## src/sv/bmc_pkg.sv

```systemverilog
// ----------------------------------------------------------------------------
// Binary mask centroid package
// Shared widths, register indexes and interface types of the centroid core.
// ----------------------------------------------------------------------------
package bmc_pkg;

   // Fixed field widths of the ports.
   localparam int PIXEL_W    = 16;
   localparam int EXT_W      = 13;
   localparam int DIMS_W     = 3;
   localparam int AXIS_W     = 2;
   localparam int CENT_W     = 20;
   localparam int SUM_W      = 44;
   localparam int COUNT_W    = 32;
   localparam int STEP_W     = 5;
   localparam int REG_DIMS   = 4;
   localparam int CSR_IDX_W  = 3;
   localparam int CSR_DATA_W = 13;

   // Configuration register indexes.
   localparam logic [CSR_IDX_W-1:0] CSR_DIM_COUNT = 3'd0;
   localparam logic [CSR_IDX_W-1:0] CSR_EXTENT_0  = 3'd1;
   localparam logic [CSR_IDX_W-1:0] CSR_EXTENT_1  = 3'd2;
   localparam logic [CSR_IDX_W-1:0] CSR_EXTENT_2  = 3'd3;
   localparam logic [CSR_IDX_W-1:0] CSR_EXTENT_3  = 3'd4;

   // Register values after reset.
   localparam logic [DIMS_W-1:0] DIMS_RESET   = 3'd2;
   localparam logic [EXT_W-1:0]  EXTENT_RESET = 13'd1;

   // Largest centroid value; larger quotients saturate to it.
   localparam logic [CENT_W-1:0] CENT_MAX = '1;

   // Occupancy of the image queue between front and back.
   typedef struct packed {
      logic full;
      logic empty;
   } bmc_qstat_type;

   // One registered result word.
   typedef struct packed {
      logic              valid;
      logic [AXIS_W-1:0] axis;
      logic [CENT_W-1:0] centroid;
      logic              empty_region;
      logic              last;
   } bmc_result_type;

endpackage

```

## src/sv/bmc_queue.sv

```systemverilog
// ----------------------------------------------------------------------------
// Image queue
// Small FIFO of finished image totals between the pixel front and the divider.
// ----------------------------------------------------------------------------
module bmc_queue
   import bmc_pkg::*;
#(
   parameter int WIDTH = 64,
   parameter int DEPTH = 2
) (
   input  logic             clock,
   input  logic             reset,
   input  logic             push,
   input  logic [WIDTH-1:0] wdata,
   input  logic             pop,
   output logic [WIDTH-1:0] rdata,
   output bmc_qstat_type    status
);

   localparam int PTR_W = (DEPTH > 1) ? $clog2(DEPTH) : 1;
   localparam int CNT_W = $clog2(DEPTH + 1);

   logic [WIDTH-1:0] entry_ff [DEPTH];
   logic [PTR_W-1:0] wr_ptr_ff, wr_ptr_in;
   logic [PTR_W-1:0] rd_ptr_ff, rd_ptr_in;
   logic [CNT_W-1:0] fill_ff, fill_in;

   always_comb begin
      wr_ptr_in = wr_ptr_ff;
      rd_ptr_in = rd_ptr_ff;
      fill_in   = fill_ff;
      if (push) begin
         wr_ptr_in = (wr_ptr_ff == PTR_W'(DEPTH - 1)) ? '0 : wr_ptr_ff + PTR_W'(1);
      end
      if (pop) begin
         rd_ptr_in = (rd_ptr_ff == PTR_W'(DEPTH - 1)) ? '0 : rd_ptr_ff + PTR_W'(1);
      end
      if (push && !pop) begin
         fill_in = fill_ff + CNT_W'(1);
      end else if (pop && !push) begin
         fill_in = fill_ff - CNT_W'(1);
      end
   end

   always_ff @(posedge clock) begin
      if (reset) begin
         wr_ptr_ff <= '0;
         rd_ptr_ff <= '0;
         fill_ff   <= '0;
      end else begin
         wr_ptr_ff <= wr_ptr_in;
         rd_ptr_ff <= rd_ptr_in;
         fill_ff   <= fill_in;
      end
   end

   always_ff @(posedge clock) begin
      if (push) begin
         entry_ff[wr_ptr_ff] <= wdata;
      end
   end

   assign rdata        = entry_ff[rd_ptr_ff];
   assign status.full  = (fill_ff == CNT_W'(DEPTH));
   assign status.empty = (fill_ff == '0);

endmodule

```

## src/sv/bmc_front.sv

```systemverilog
// ----------------------------------------------------------------------------
// Pixel front
// Holds the configuration, walks the raster coordinates and accumulates the
// per-axis coordinate sums and member count, one pixel per cycle while accept is high.
// ----------------------------------------------------------------------------
module bmc_front
   import bmc_pkg::*;
#(
   parameter int LANES       = 4,
   parameter int EXTENT_BITS = 12
) (
   input  logic                          clock,
   input  logic                          reset,
   input  logic                          accept,
   input  logic [PIXEL_W-1:0]            pixel,
   input  logic                          csr_write_en,
   input  logic [CSR_IDX_W-1:0]          csr_index,
   input  logic [CSR_DATA_W-1:0]         csr_wdata,
   output logic                          push,
   output logic [LANES-1:0][SUM_W-1:0]   snap_sums,
   output logic [COUNT_W-1:0]            snap_count,
   output logic [DIMS_W-1:0]             snap_dims
);

   localparam int E_W    = (EXT_W > EXTENT_BITS + 1) ? EXT_W : EXTENT_BITS + 1;
   localparam int SUM_XW = SUM_W + 1;

   logic [DIMS_W-1:0]      dim_ff;
   logic [EXT_W-1:0]       ext_ff  [REG_DIMS];
   logic [EXTENT_BITS-1:0] cnt_ff  [LANES];
   logic [EXTENT_BITS-1:0] cnt_in  [LANES];
   logic [SUM_W-1:0]       sum_ff  [LANES];
   logic [SUM_XW-1:0]      sum_add [LANES];
   logic [E_W-1:0]         top_w   [LANES];
   logic [E_W-1:0]         ext_w   [LANES];
   logic [COUNT_W-1:0]     count_ff, count_in;
   logic [DIMS_W-1:0]      dims;
   logic [E_W-1:0]         ext_lim;
   logic                   member;
   logic                   carry;

   assign ext_lim = E_W'(1) << EXTENT_BITS;
   assign member  = |pixel;

   always_comb begin
      dims = dim_ff;
      if (dims == '0) begin
         dims = DIMS_W'(1);
      end
      if (dims > DIMS_W'(LANES)) begin
         dims = DIMS_W'(LANES);
      end
   end

   // The raster walk: an axis advances only when every faster axis wraps.
   always_comb begin
      carry = 1'b1;
      for (int a = 0; a < LANES; a++) begin
         ext_w[a] = E_W'(ext_ff[a]);
         if (ext_w[a] == '0) begin
            ext_w[a] = E_W'(1);
         end
         if (ext_w[a] > ext_lim) begin
            ext_w[a] = ext_lim;
         end
         top_w[a]   = ext_w[a] - E_W'(1);
         sum_add[a] = {1'b0, sum_ff[a]} + SUM_XW'(cnt_ff[a]);
         snap_sums[a] = sum_ff[a];
         if (member && (a < dims)) begin
            snap_sums[a] = sum_add[a][SUM_W] ? '1 : sum_add[a][SUM_W-1:0];
         end
         cnt_in[a] = cnt_ff[a];
         if ((a < dims) && carry) begin
            if (E_W'(cnt_ff[a]) >= top_w[a]) begin
               cnt_in[a] = '0;
            end else begin
               cnt_in[a] = cnt_ff[a] + EXTENT_BITS'(1);
               carry     = 1'b0;
            end
         end
      end
      count_in = count_ff;
      if (member && (count_ff != '1)) begin
         count_in = count_ff + COUNT_W'(1);
      end
   end

   assign push       = accept && carry;
   assign snap_count = count_in;
   assign snap_dims  = dims;

   always_ff @(posedge clock) begin
      if (reset) begin
         dim_ff   <= DIMS_RESET;
         count_ff <= '0;
         for (int r = 0; r < REG_DIMS; r++) begin
            ext_ff[r] <= EXTENT_RESET;
         end
         for (int a = 0; a < LANES; a++) begin
            cnt_ff[a] <= '0;
            sum_ff[a] <= '0;
         end
      end else begin
         if (csr_write_en) begin
            case (csr_index)
               CSR_DIM_COUNT: dim_ff    <= csr_wdata[DIMS_W-1:0];
               CSR_EXTENT_0:  ext_ff[0] <= csr_wdata;
               CSR_EXTENT_1:  ext_ff[1] <= csr_wdata;
               CSR_EXTENT_2:  ext_ff[2] <= csr_wdata;
               CSR_EXTENT_3:  ext_ff[3] <= csr_wdata;
               default: ;
            endcase
         end
         if (accept) begin
            if (carry) begin
               count_ff <= '0;
               for (int a = 0; a < LANES; a++) begin
                  cnt_ff[a] <= '0;
                  sum_ff[a] <= '0;
               end
            end else begin
               count_ff <= count_in;
               for (int a = 0; a < LANES; a++) begin
                  cnt_ff[a] <= cnt_in[a];
                  sum_ff[a] <= snap_sums[a];
               end
            end
         end
      end
   end

endmodule

```

## src/sv/bmc_back.sv

```systemverilog
// ----------------------------------------------------------------------------
// Centroid back end
// Divides each axis sum of a queued image by its member count, one quotient
// bit per cycle, and registers one result word per axis.
// ----------------------------------------------------------------------------
module bmc_back
   import bmc_pkg::*;
#(
   parameter int LANES     = 4,
   parameter int FRAC_BITS = 8
) (
   input  logic                        clock,
   input  logic                        reset,
   input  bmc_qstat_type               qstat,
   input  logic [LANES-1:0][SUM_W-1:0] head_sums,
   input  logic [COUNT_W-1:0]          head_count,
   input  logic [DIMS_W-1:0]           head_dims,
   output logic                        pop,
   output bmc_result_type              result
);

   localparam int AX_W = (LANES > 1) ? $clog2(LANES) : 1;
   localparam int NW   = SUM_W + FRAC_BITS;
   localparam int HW   = NW - CENT_W;
   localparam int CW   = (HW > COUNT_W) ? HW : COUNT_W;

   typedef enum logic [2:0] {
      ST_IDLE = 3'b001,
      ST_LOAD = 3'b010,
      ST_DIV  = 3'b100
   } state_type;

   state_type         state_ff, state_in;
   logic [AX_W-1:0]   axis_ff, axis_in;
   logic [COUNT_W-1:0] rem_ff, rem_in;
   logic [CENT_W-1:0] low_ff, low_in;
   logic [CENT_W-1:0] quot_ff, quot_in;
   logic [STEP_W-1:0] step_ff, step_in;
   bmc_result_type    res_ff, res_in;

   logic [NW-1:0]      dividend;
   logic [CW-1:0]      hi_ext;
   logic [CW-1:0]      cnt_ext;
   logic [COUNT_W:0]   trial;
   logic [COUNT_W:0]   diff;
   logic               fits;
   logic [CENT_W-1:0]  quot_next;
   logic [DIMS_W-1:0]  axis_p1;
   logic               last_axis;
   logic               emit;
   logic [CENT_W-1:0]  emit_cent;
   logic               emit_empty;

   assign dividend  = NW'(head_sums[axis_ff]) << FRAC_BITS;
   assign hi_ext    = CW'(dividend[NW-1:CENT_W]);
   assign cnt_ext   = CW'(head_count);
   assign trial     = {rem_ff, low_ff[CENT_W-1]};
   assign diff      = trial - {1'b0, head_count};
   assign fits      = (trial >= {1'b0, head_count});
   assign quot_next = {quot_ff[CENT_W-2:0], fits};
   assign axis_p1   = DIMS_W'(axis_ff) + DIMS_W'(1);
   assign last_axis = (axis_p1 == head_dims);

   always_comb begin
      state_in   = state_ff;
      axis_in    = axis_ff;
      rem_in     = rem_ff;
      low_in     = low_ff;
      quot_in    = quot_ff;
      step_in    = step_ff;
      emit       = 1'b0;
      emit_cent  = '0;
      emit_empty = 1'b0;
      pop        = 1'b0;
      case (state_ff)
         ST_IDLE: begin
            if (!qstat.empty) begin
               axis_in  = '0;
               state_in = ST_LOAD;
            end
         end
         ST_LOAD: begin
            if (head_count == '0) begin
               emit       = 1'b1;
               emit_empty = 1'b1;
            end else if (hi_ext >= cnt_ext) begin
               // Quotient does not fit the result field.
               emit      = 1'b1;
               emit_cent = CENT_MAX;
            end else begin
               rem_in   = hi_ext[COUNT_W-1:0];
               low_in   = dividend[CENT_W-1:0];
               quot_in  = '0;
               step_in  = '0;
               state_in = ST_DIV;
            end
         end
         ST_DIV: begin
            rem_in  = fits ? diff[COUNT_W-1:0] : trial[COUNT_W-1:0];
            low_in  = {low_ff[CENT_W-2:0], 1'b0};
            quot_in = quot_next;
            step_in = step_ff + STEP_W'(1);
            if (step_ff == STEP_W'(CENT_W - 1)) begin
               emit      = 1'b1;
               emit_cent = quot_next;
            end
         end
         default: begin
            state_in = ST_IDLE;
         end
      endcase
      if (emit) begin
         if (last_axis) begin
            pop      = 1'b1;
            state_in = ST_IDLE;
         end else begin
            axis_in  = axis_ff + AX_W'(1);
            state_in = ST_LOAD;
         end
      end
      res_in.valid        = emit;
      res_in.axis         = AXIS_W'(axis_ff);
      res_in.centroid     = emit_cent;
      res_in.empty_region = emit_empty;
      res_in.last         = last_axis;
   end

   always_ff @(posedge clock) begin
      if (reset) begin
         state_ff     <= ST_IDLE;
         res_ff.valid <= 1'b0;
      end else begin
         state_ff     <= state_in;
         res_ff.valid <= res_in.valid;
      end
      axis_ff               <= axis_in;
      rem_ff                <= rem_in;
      low_ff                <= low_in;
      quot_ff               <= quot_in;
      step_ff               <= step_in;
      res_ff.axis           <= res_in.axis;
      res_ff.centroid       <= res_in.centroid;
      res_ff.empty_region   <= res_in.empty_region;
      res_ff.last           <= res_in.last;
   end

   assign result = res_ff;

endmodule

```

## src/sv/binary_mask_centroid_core.sv

```systemverilog
// ----------------------------------------------------------------------------
// Binary mask centroid core
// Centroid of the nonzero pixels of an image of up to four dimensions.
// ----------------------------------------------------------------------------
// Usage. Pixels enter in raster order, axis 0 fastest, one word per cycle:
// a word is taken at a rising edge where start is high and busy is low. The
// extents and the dimension count are set through the csr_ port, one write
// per cycle with no handshake, and are meant to be written between images.
// After the last pixel of an image the core delivers one result word per
// active axis, axes 0 upward, each shown for exactly one cycle with rsp_valid
// high; the last word of the image carries rsp_last. The receiver cannot stall.
// Throughput: one pixel per clock inside an image while busy is low. The image
// totals go into a two-entry queue, and a serial divider works them off at one
// quotient bit per cycle; an empty region or a saturated quotient skips the
// division. The front keeps taking pixels of the next image meanwhile; busy
// rises only while both queue entries hold finished images still waiting for
// the divider. Reset clears the coordinate walk, the sums, the queue and the
// divider, and loads two dimensions with all extents 1.
// ----------------------------------------------------------------------------
module binary_mask_centroid_core
   import bmc_pkg::*;
#(
   parameter int MAX_DIMS    = 4,
   parameter int EXTENT_BITS = 12,
   parameter int FRAC_BITS   = 8
) (
   input  logic                  clock,
   input  logic                  reset,
   input  logic                  start,
   output logic                  busy,
   input  logic [PIXEL_W-1:0]    req_pixel,
   input  logic                  csr_write_en,
   input  logic [CSR_IDX_W-1:0]  csr_index,
   input  logic [CSR_DATA_W-1:0] csr_wdata,
   output logic                  rsp_valid,
   output logic [AXIS_W-1:0]     rsp_axis,
   output logic [CENT_W-1:0]     rsp_centroid,
   output logic                  rsp_empty_region,
   output logic                  rsp_last
);

   // Only as many axes as the register map has can ever be active.
   localparam int LANES   = (MAX_DIMS < REG_DIMS) ? MAX_DIMS : REG_DIMS;
   localparam int ENTRY_W = LANES * SUM_W + COUNT_W + DIMS_W;

   logic                        accept;
   logic                        push;
   logic                        pop;
   logic [LANES-1:0][SUM_W-1:0] snap_sums;
   logic [COUNT_W-1:0]          snap_count;
   logic [DIMS_W-1:0]           snap_dims;
   logic [LANES-1:0][SUM_W-1:0] head_sums;
   logic [COUNT_W-1:0]          head_count;
   logic [DIMS_W-1:0]           head_dims;
   logic [ENTRY_W-1:0]          head_entry;
   bmc_qstat_type               qstat;
   bmc_result_type              result;

   // A full queue holds off pixels, so a finishing image always finds room.
   assign busy   = qstat.full;
   assign accept = start && !busy;

   bmc_front #(
      .LANES       (LANES),
      .EXTENT_BITS (EXTENT_BITS)
   ) u_front (
      .clock        (clock),
      .reset        (reset),
      .accept       (accept),
      .pixel        (req_pixel),
      .csr_write_en (csr_write_en),
      .csr_index    (csr_index),
      .csr_wdata    (csr_wdata),
      .push         (push),
      .snap_sums    (snap_sums),
      .snap_count   (snap_count),
      .snap_dims    (snap_dims)
   );

   bmc_queue #(
      .WIDTH (ENTRY_W),
      .DEPTH (2)
   ) u_queue (
      .clock  (clock),
      .reset  (reset),
      .push   (push),
      .wdata  ({snap_sums, snap_count, snap_dims}),
      .pop    (pop),
      .rdata  (head_entry),
      .status (qstat)
   );

   assign {head_sums, head_count, head_dims} = head_entry;

   bmc_back #(
      .LANES     (LANES),
      .FRAC_BITS (FRAC_BITS)
   ) u_back (
      .clock      (clock),
      .reset      (reset),
      .qstat      (qstat),
      .head_sums  (head_sums),
      .head_count (head_count),
      .head_dims  (head_dims),
      .pop        (pop),
      .result     (result)
   );

   assign rsp_valid        = result.valid;
   assign rsp_axis         = result.axis;
   assign rsp_centroid     = result.centroid;
   assign rsp_empty_region = result.empty_region;
   assign rsp_last         = result.last;

endmodule

```

## config.mk

```make
export PLATFORM = sky130hd
export DESIGN_NAME = binary_mask_centroid_core
export DESIGN_NICKNAME = d
export VERILOG_FILES = /design/src/sv/bmc_pkg.sv /design/src/sv/bmc_queue.sv /design/src/sv/bmc_front.sv /design/src/sv/bmc_back.sv /design/src/sv/binary_mask_centroid_core.sv
export SDC_FILE = /design/constraint.sdc
export NUM_CORES = 2
export LEC_CHECK = 0
export BUFFER_PORTS_ARGS = -buffer_cell sky130_fd_sc_hd__buf_2
export CAP_MARGIN = 0
export CORE_MARGIN = 2
export CORE_UTILIZATION = 40
export CTS_CLUSTER_SIZE = 20
export DETAILED_ROUTE_END_ITERATION = 10
export SLEW_MARGIN = 40
export SYNTH_ARGS = -nofsm -noshare
export SYNTH_HDL_FRONTEND = slang
export SYNTH_SLANG_ARGS = --single-unit
```

## constraint.sdc

```tcl
create_clock -name clock -period 25.2 [get_ports clock]
set_clock_uncertainty 0.15 [all_clocks]
set_input_delay 1.26 -clock clock [delete_from_list [all_inputs] [get_ports clock]]
set_output_delay 1.26 -clock clock [all_outputs]
set_load 0.01 [all_outputs]
```

==> results.md <==
- Asr flop ratio synth: 0
- Initial antenna violation count: 3
- I/O Pins: 62
- CP required: about 26 ns
- Synth area leaders: edfxtp_1 50%, dfxtp_1 5.9%, ha_1 5.0%
- Setup TNS Final: 0 ns
- FF-to-FF setup slack: around 18 ns
- N_diodes: 0
- Area of placed instances: 0.0449 mm^2
- Worst hold path type: reg2reg
- Max-slew headroom: 0.425
- Routed vias/inst: around 5.6
- Synth top area share: 0.497
- Root Buffer: clkbuf_16
- Final hold slack: ~0.25 ns
- Fraction of layout instances using a drive strength above 1: 0.118
- Synth Register Bits: around 840
- Net Count, Synth: ~3.8k
- Antenna-violating nets left: 0
- Post-cts resize count: 0
- # setup viols final: 0
- Register area share after synthesis: 0.556
- Final hold violations: 0
- Iter 0 DRT Violations: ~2.3k
- PD cells: 72.6 mW/mm^2
- Inserted Clock Buffers: 89
- Top Family by Delay on Critical Path: simple AND/OR/NAND/NOR gates
- Worst-Skew Late Latency: 0.67 ns
- EDFF count, synth: 710
- Total power: 3.48 mW
- Synthesis-to-layout area growth: 11.8%
- Fin crit period: between 7 and 8 ns
- Commonest non-fill, non-tap cell in the layout: edfxtp_1
- # nets final: 3,843
- Clock slew seen by the registers of the worst setup and hold paths: 0.06 ns
- GRT overflow: 0
- Cells after synthesis: between 3k and 4k
- Top_reg_cell synth: edfxtp_1
- Yosys cell types: 93
- Cts hold-fix bufs: 0
- Mapped Area: approximately 0.043 mm^2
- Core area: approximately 0.11 mm^2
- # port buffers: 61
- WP buf/inv: 2
- Max Transition Viols Final: 0
- Clk buf depth: 3
- Number of global-route vias before repair: between 20k and 30k
- DR pass1 iterations: 8
- Detailed-route via count: approximately 28k
- Inst Count DP: 4,942
- CP Capture Type: flop
- Layout filler cell count: just under 10k
- Die Area: between 0.1 and 0.15 mm^2
- Synthesized area per cell: about 12 um^2
- Unrepaired setup endpoints after global routing: false
- CTS tree: yes
- Worst vdd ir: between 0.06 and 0.07 mV
- H-tree depth: 3
- Critical path's slowest cell: or4_4
- Max cap viols: 0
- CP Launch Type: flop
- Worst Path Max Fanout: 51
- Drt total wl: roughly 100,000 um
- Crit path DAT: between 7 and 8 ns
- Largest net degree at the start of global routing: slightly below 90
- Die height: 331 um
- Die width: ~330 um
- Tot GR Track Use: 0.188
- First-pass GRT wire length: between 150,000 and 200,000 um
- # rows: between 100 and 150
- Final Util: 0.449
- Hpwl dp: ~74,000 um
- Most frequent cells in the layout: 710 x edfxtp_1, 286 x nand2_1, 250 x a21oi_1
- Initial Util: 0.402
- Fmax: around 140 MHz
- Final Cycle Share: 0.280
- Setup slack after layout: about 18 ns
- Critical Path, Cell by Cell: or4_4, or3_4, nor3_1, o21bai_1, ha_1, o21ai_1, nor2_1, o32a_1, ha_1, and2_1, a221o_1, a21oi_1, or4bb_1, a211oi_4, and2b_1, or2_4, buf_4, buf_4, o21ai_1, a31oi_1
- Least-Margin Pin Slew: around 0.86 ns
- Leakage power: about 18 nW
- Drt drc: 0
- Synth warnings: 0
- Critical Path Max Stage Delay: roughly 0.57 ns
- Setup WS pre-CTS: around 18 ns
- Final instance area: about 0.048 mm^2
- Buffer count from post-CTS setup fixing: 0
- Layout Cells excl Fill: around 5.1k
- Kind of critical path: reg2reg
- CTS Sinks: about 840
- Status: complete, no violations
- Leading area contributor after synthesis: edfxtp_1
- Routability congestion estimate: 0.841
- Wire length per cell: about 20 um
## per-layer routing
| layer | track usage | wire length, um | part of all wire |
|---|---|---|---|
| met1 | 0.262 | 47700 | 0.46 |
| met2 | 0.315 | 50300 | 0.48 |
| met3 | 0.0196 | 4390 | 0.042 |
| met4 | 0.0479 | 2300 | 0.022 |
| met5 | 0 | 0 | 0 |
## kinds of logic after synthesis
kind of cell | share of synthesized area
xor+xnor | 0.0496
mux | 0.0719
compound gates | 0.112
fa+ha+maj | 0.0525
flops | 0.556
simple gates | 0.136
buf+inv | 0.0215
## state kept, by name, summed over array words and instances (netlist names), named ones only
name and count:
u_back.state_ff 3, u_queue.rd_ptr_ff 1, u_queue.entry_ff 422, u_front.sum_ff 176, u_back.rem_ff 32, u_queue.fill_ff 2
u_front.ext_ff 52, u_back.step_ff 5, u_back.axis_ff 2, u_front.cnt_ff 48, u_back.low_ff 12, u_back.result 25
u_front.count_ff 32, u_front.dim_ff 3, u_queue.wr_ptr_ff 1, u_back.quot_ff 19
## path summary, 6_finish.rpt
| path | cells past startpoint | to | from |
|---|---|---|---|
| max | 20 | u_front.count_ff[23]$_SDFFE_PP0P_ | u_front.ext_ff[2][7]$_SDFFCE_PN0P_ |
| min | 0 | u_back.result[23]$_DFF_P_ | u_back.axis_ff[1]$_DFF_P_ |
| max reg2reg | 20 | u_front.count_ff[23]$_SDFFE_PP0P_ | u_front.ext_ff[2][7]$_SDFFCE_PN0P_ |
| min reg2reg | 0 | u_back.result[23]$_DFF_P_ | u_back.axis_ff[1]$_DFF_P_ |
## area by class of cell
type,count,area [um^2],share of cell area
Sequential cell,836,23900,0.497
Multi-Input combinational cell,2514,18200,0.381
Clock buffer,107,2330,0.0487
Tap cell,1403,1760,0.0366
Timing Repair Buffer,107,733,0.0153
Clock inverter,56,706,0.0147
Inverter,82,315,0.00658
## where the power goes
group          switching, mW  total, mW  internal (mW)
Clock                  0.568       1.35          0.784
Sequential            0.0567       1.63           1.58
Combinational          0.297      0.497          0.200
## synth_stat cells, drive strengths merged, types with 8 or more instances
cell type / instances
or2: 12
nor4: 37
nor2b: 28
nand4: 51
clkbuf: 86
and3: 88
nand2: 287
or4: 8
a211oi: 24
nand3: 107
nor3: 60
dfxtp: 126
a21oi: 251
ha: 172
nand2b: 39
a21o: 60
o21bai: 14
or3: 21
xor2: 134
edfxtp: 710
nor2: 252
inv: 81
xnor2: 109
o21ai: 138
o21a: 37
a22o: 50
mux2i: 64
o31ai: 13
mux2: 41
and4: 19
a311oi: 11
and2: 120
o22a: 24
mux4: 88
a31oi: 40
o211ai: 12
buf: 57
(Power assumes the default switching activity.)
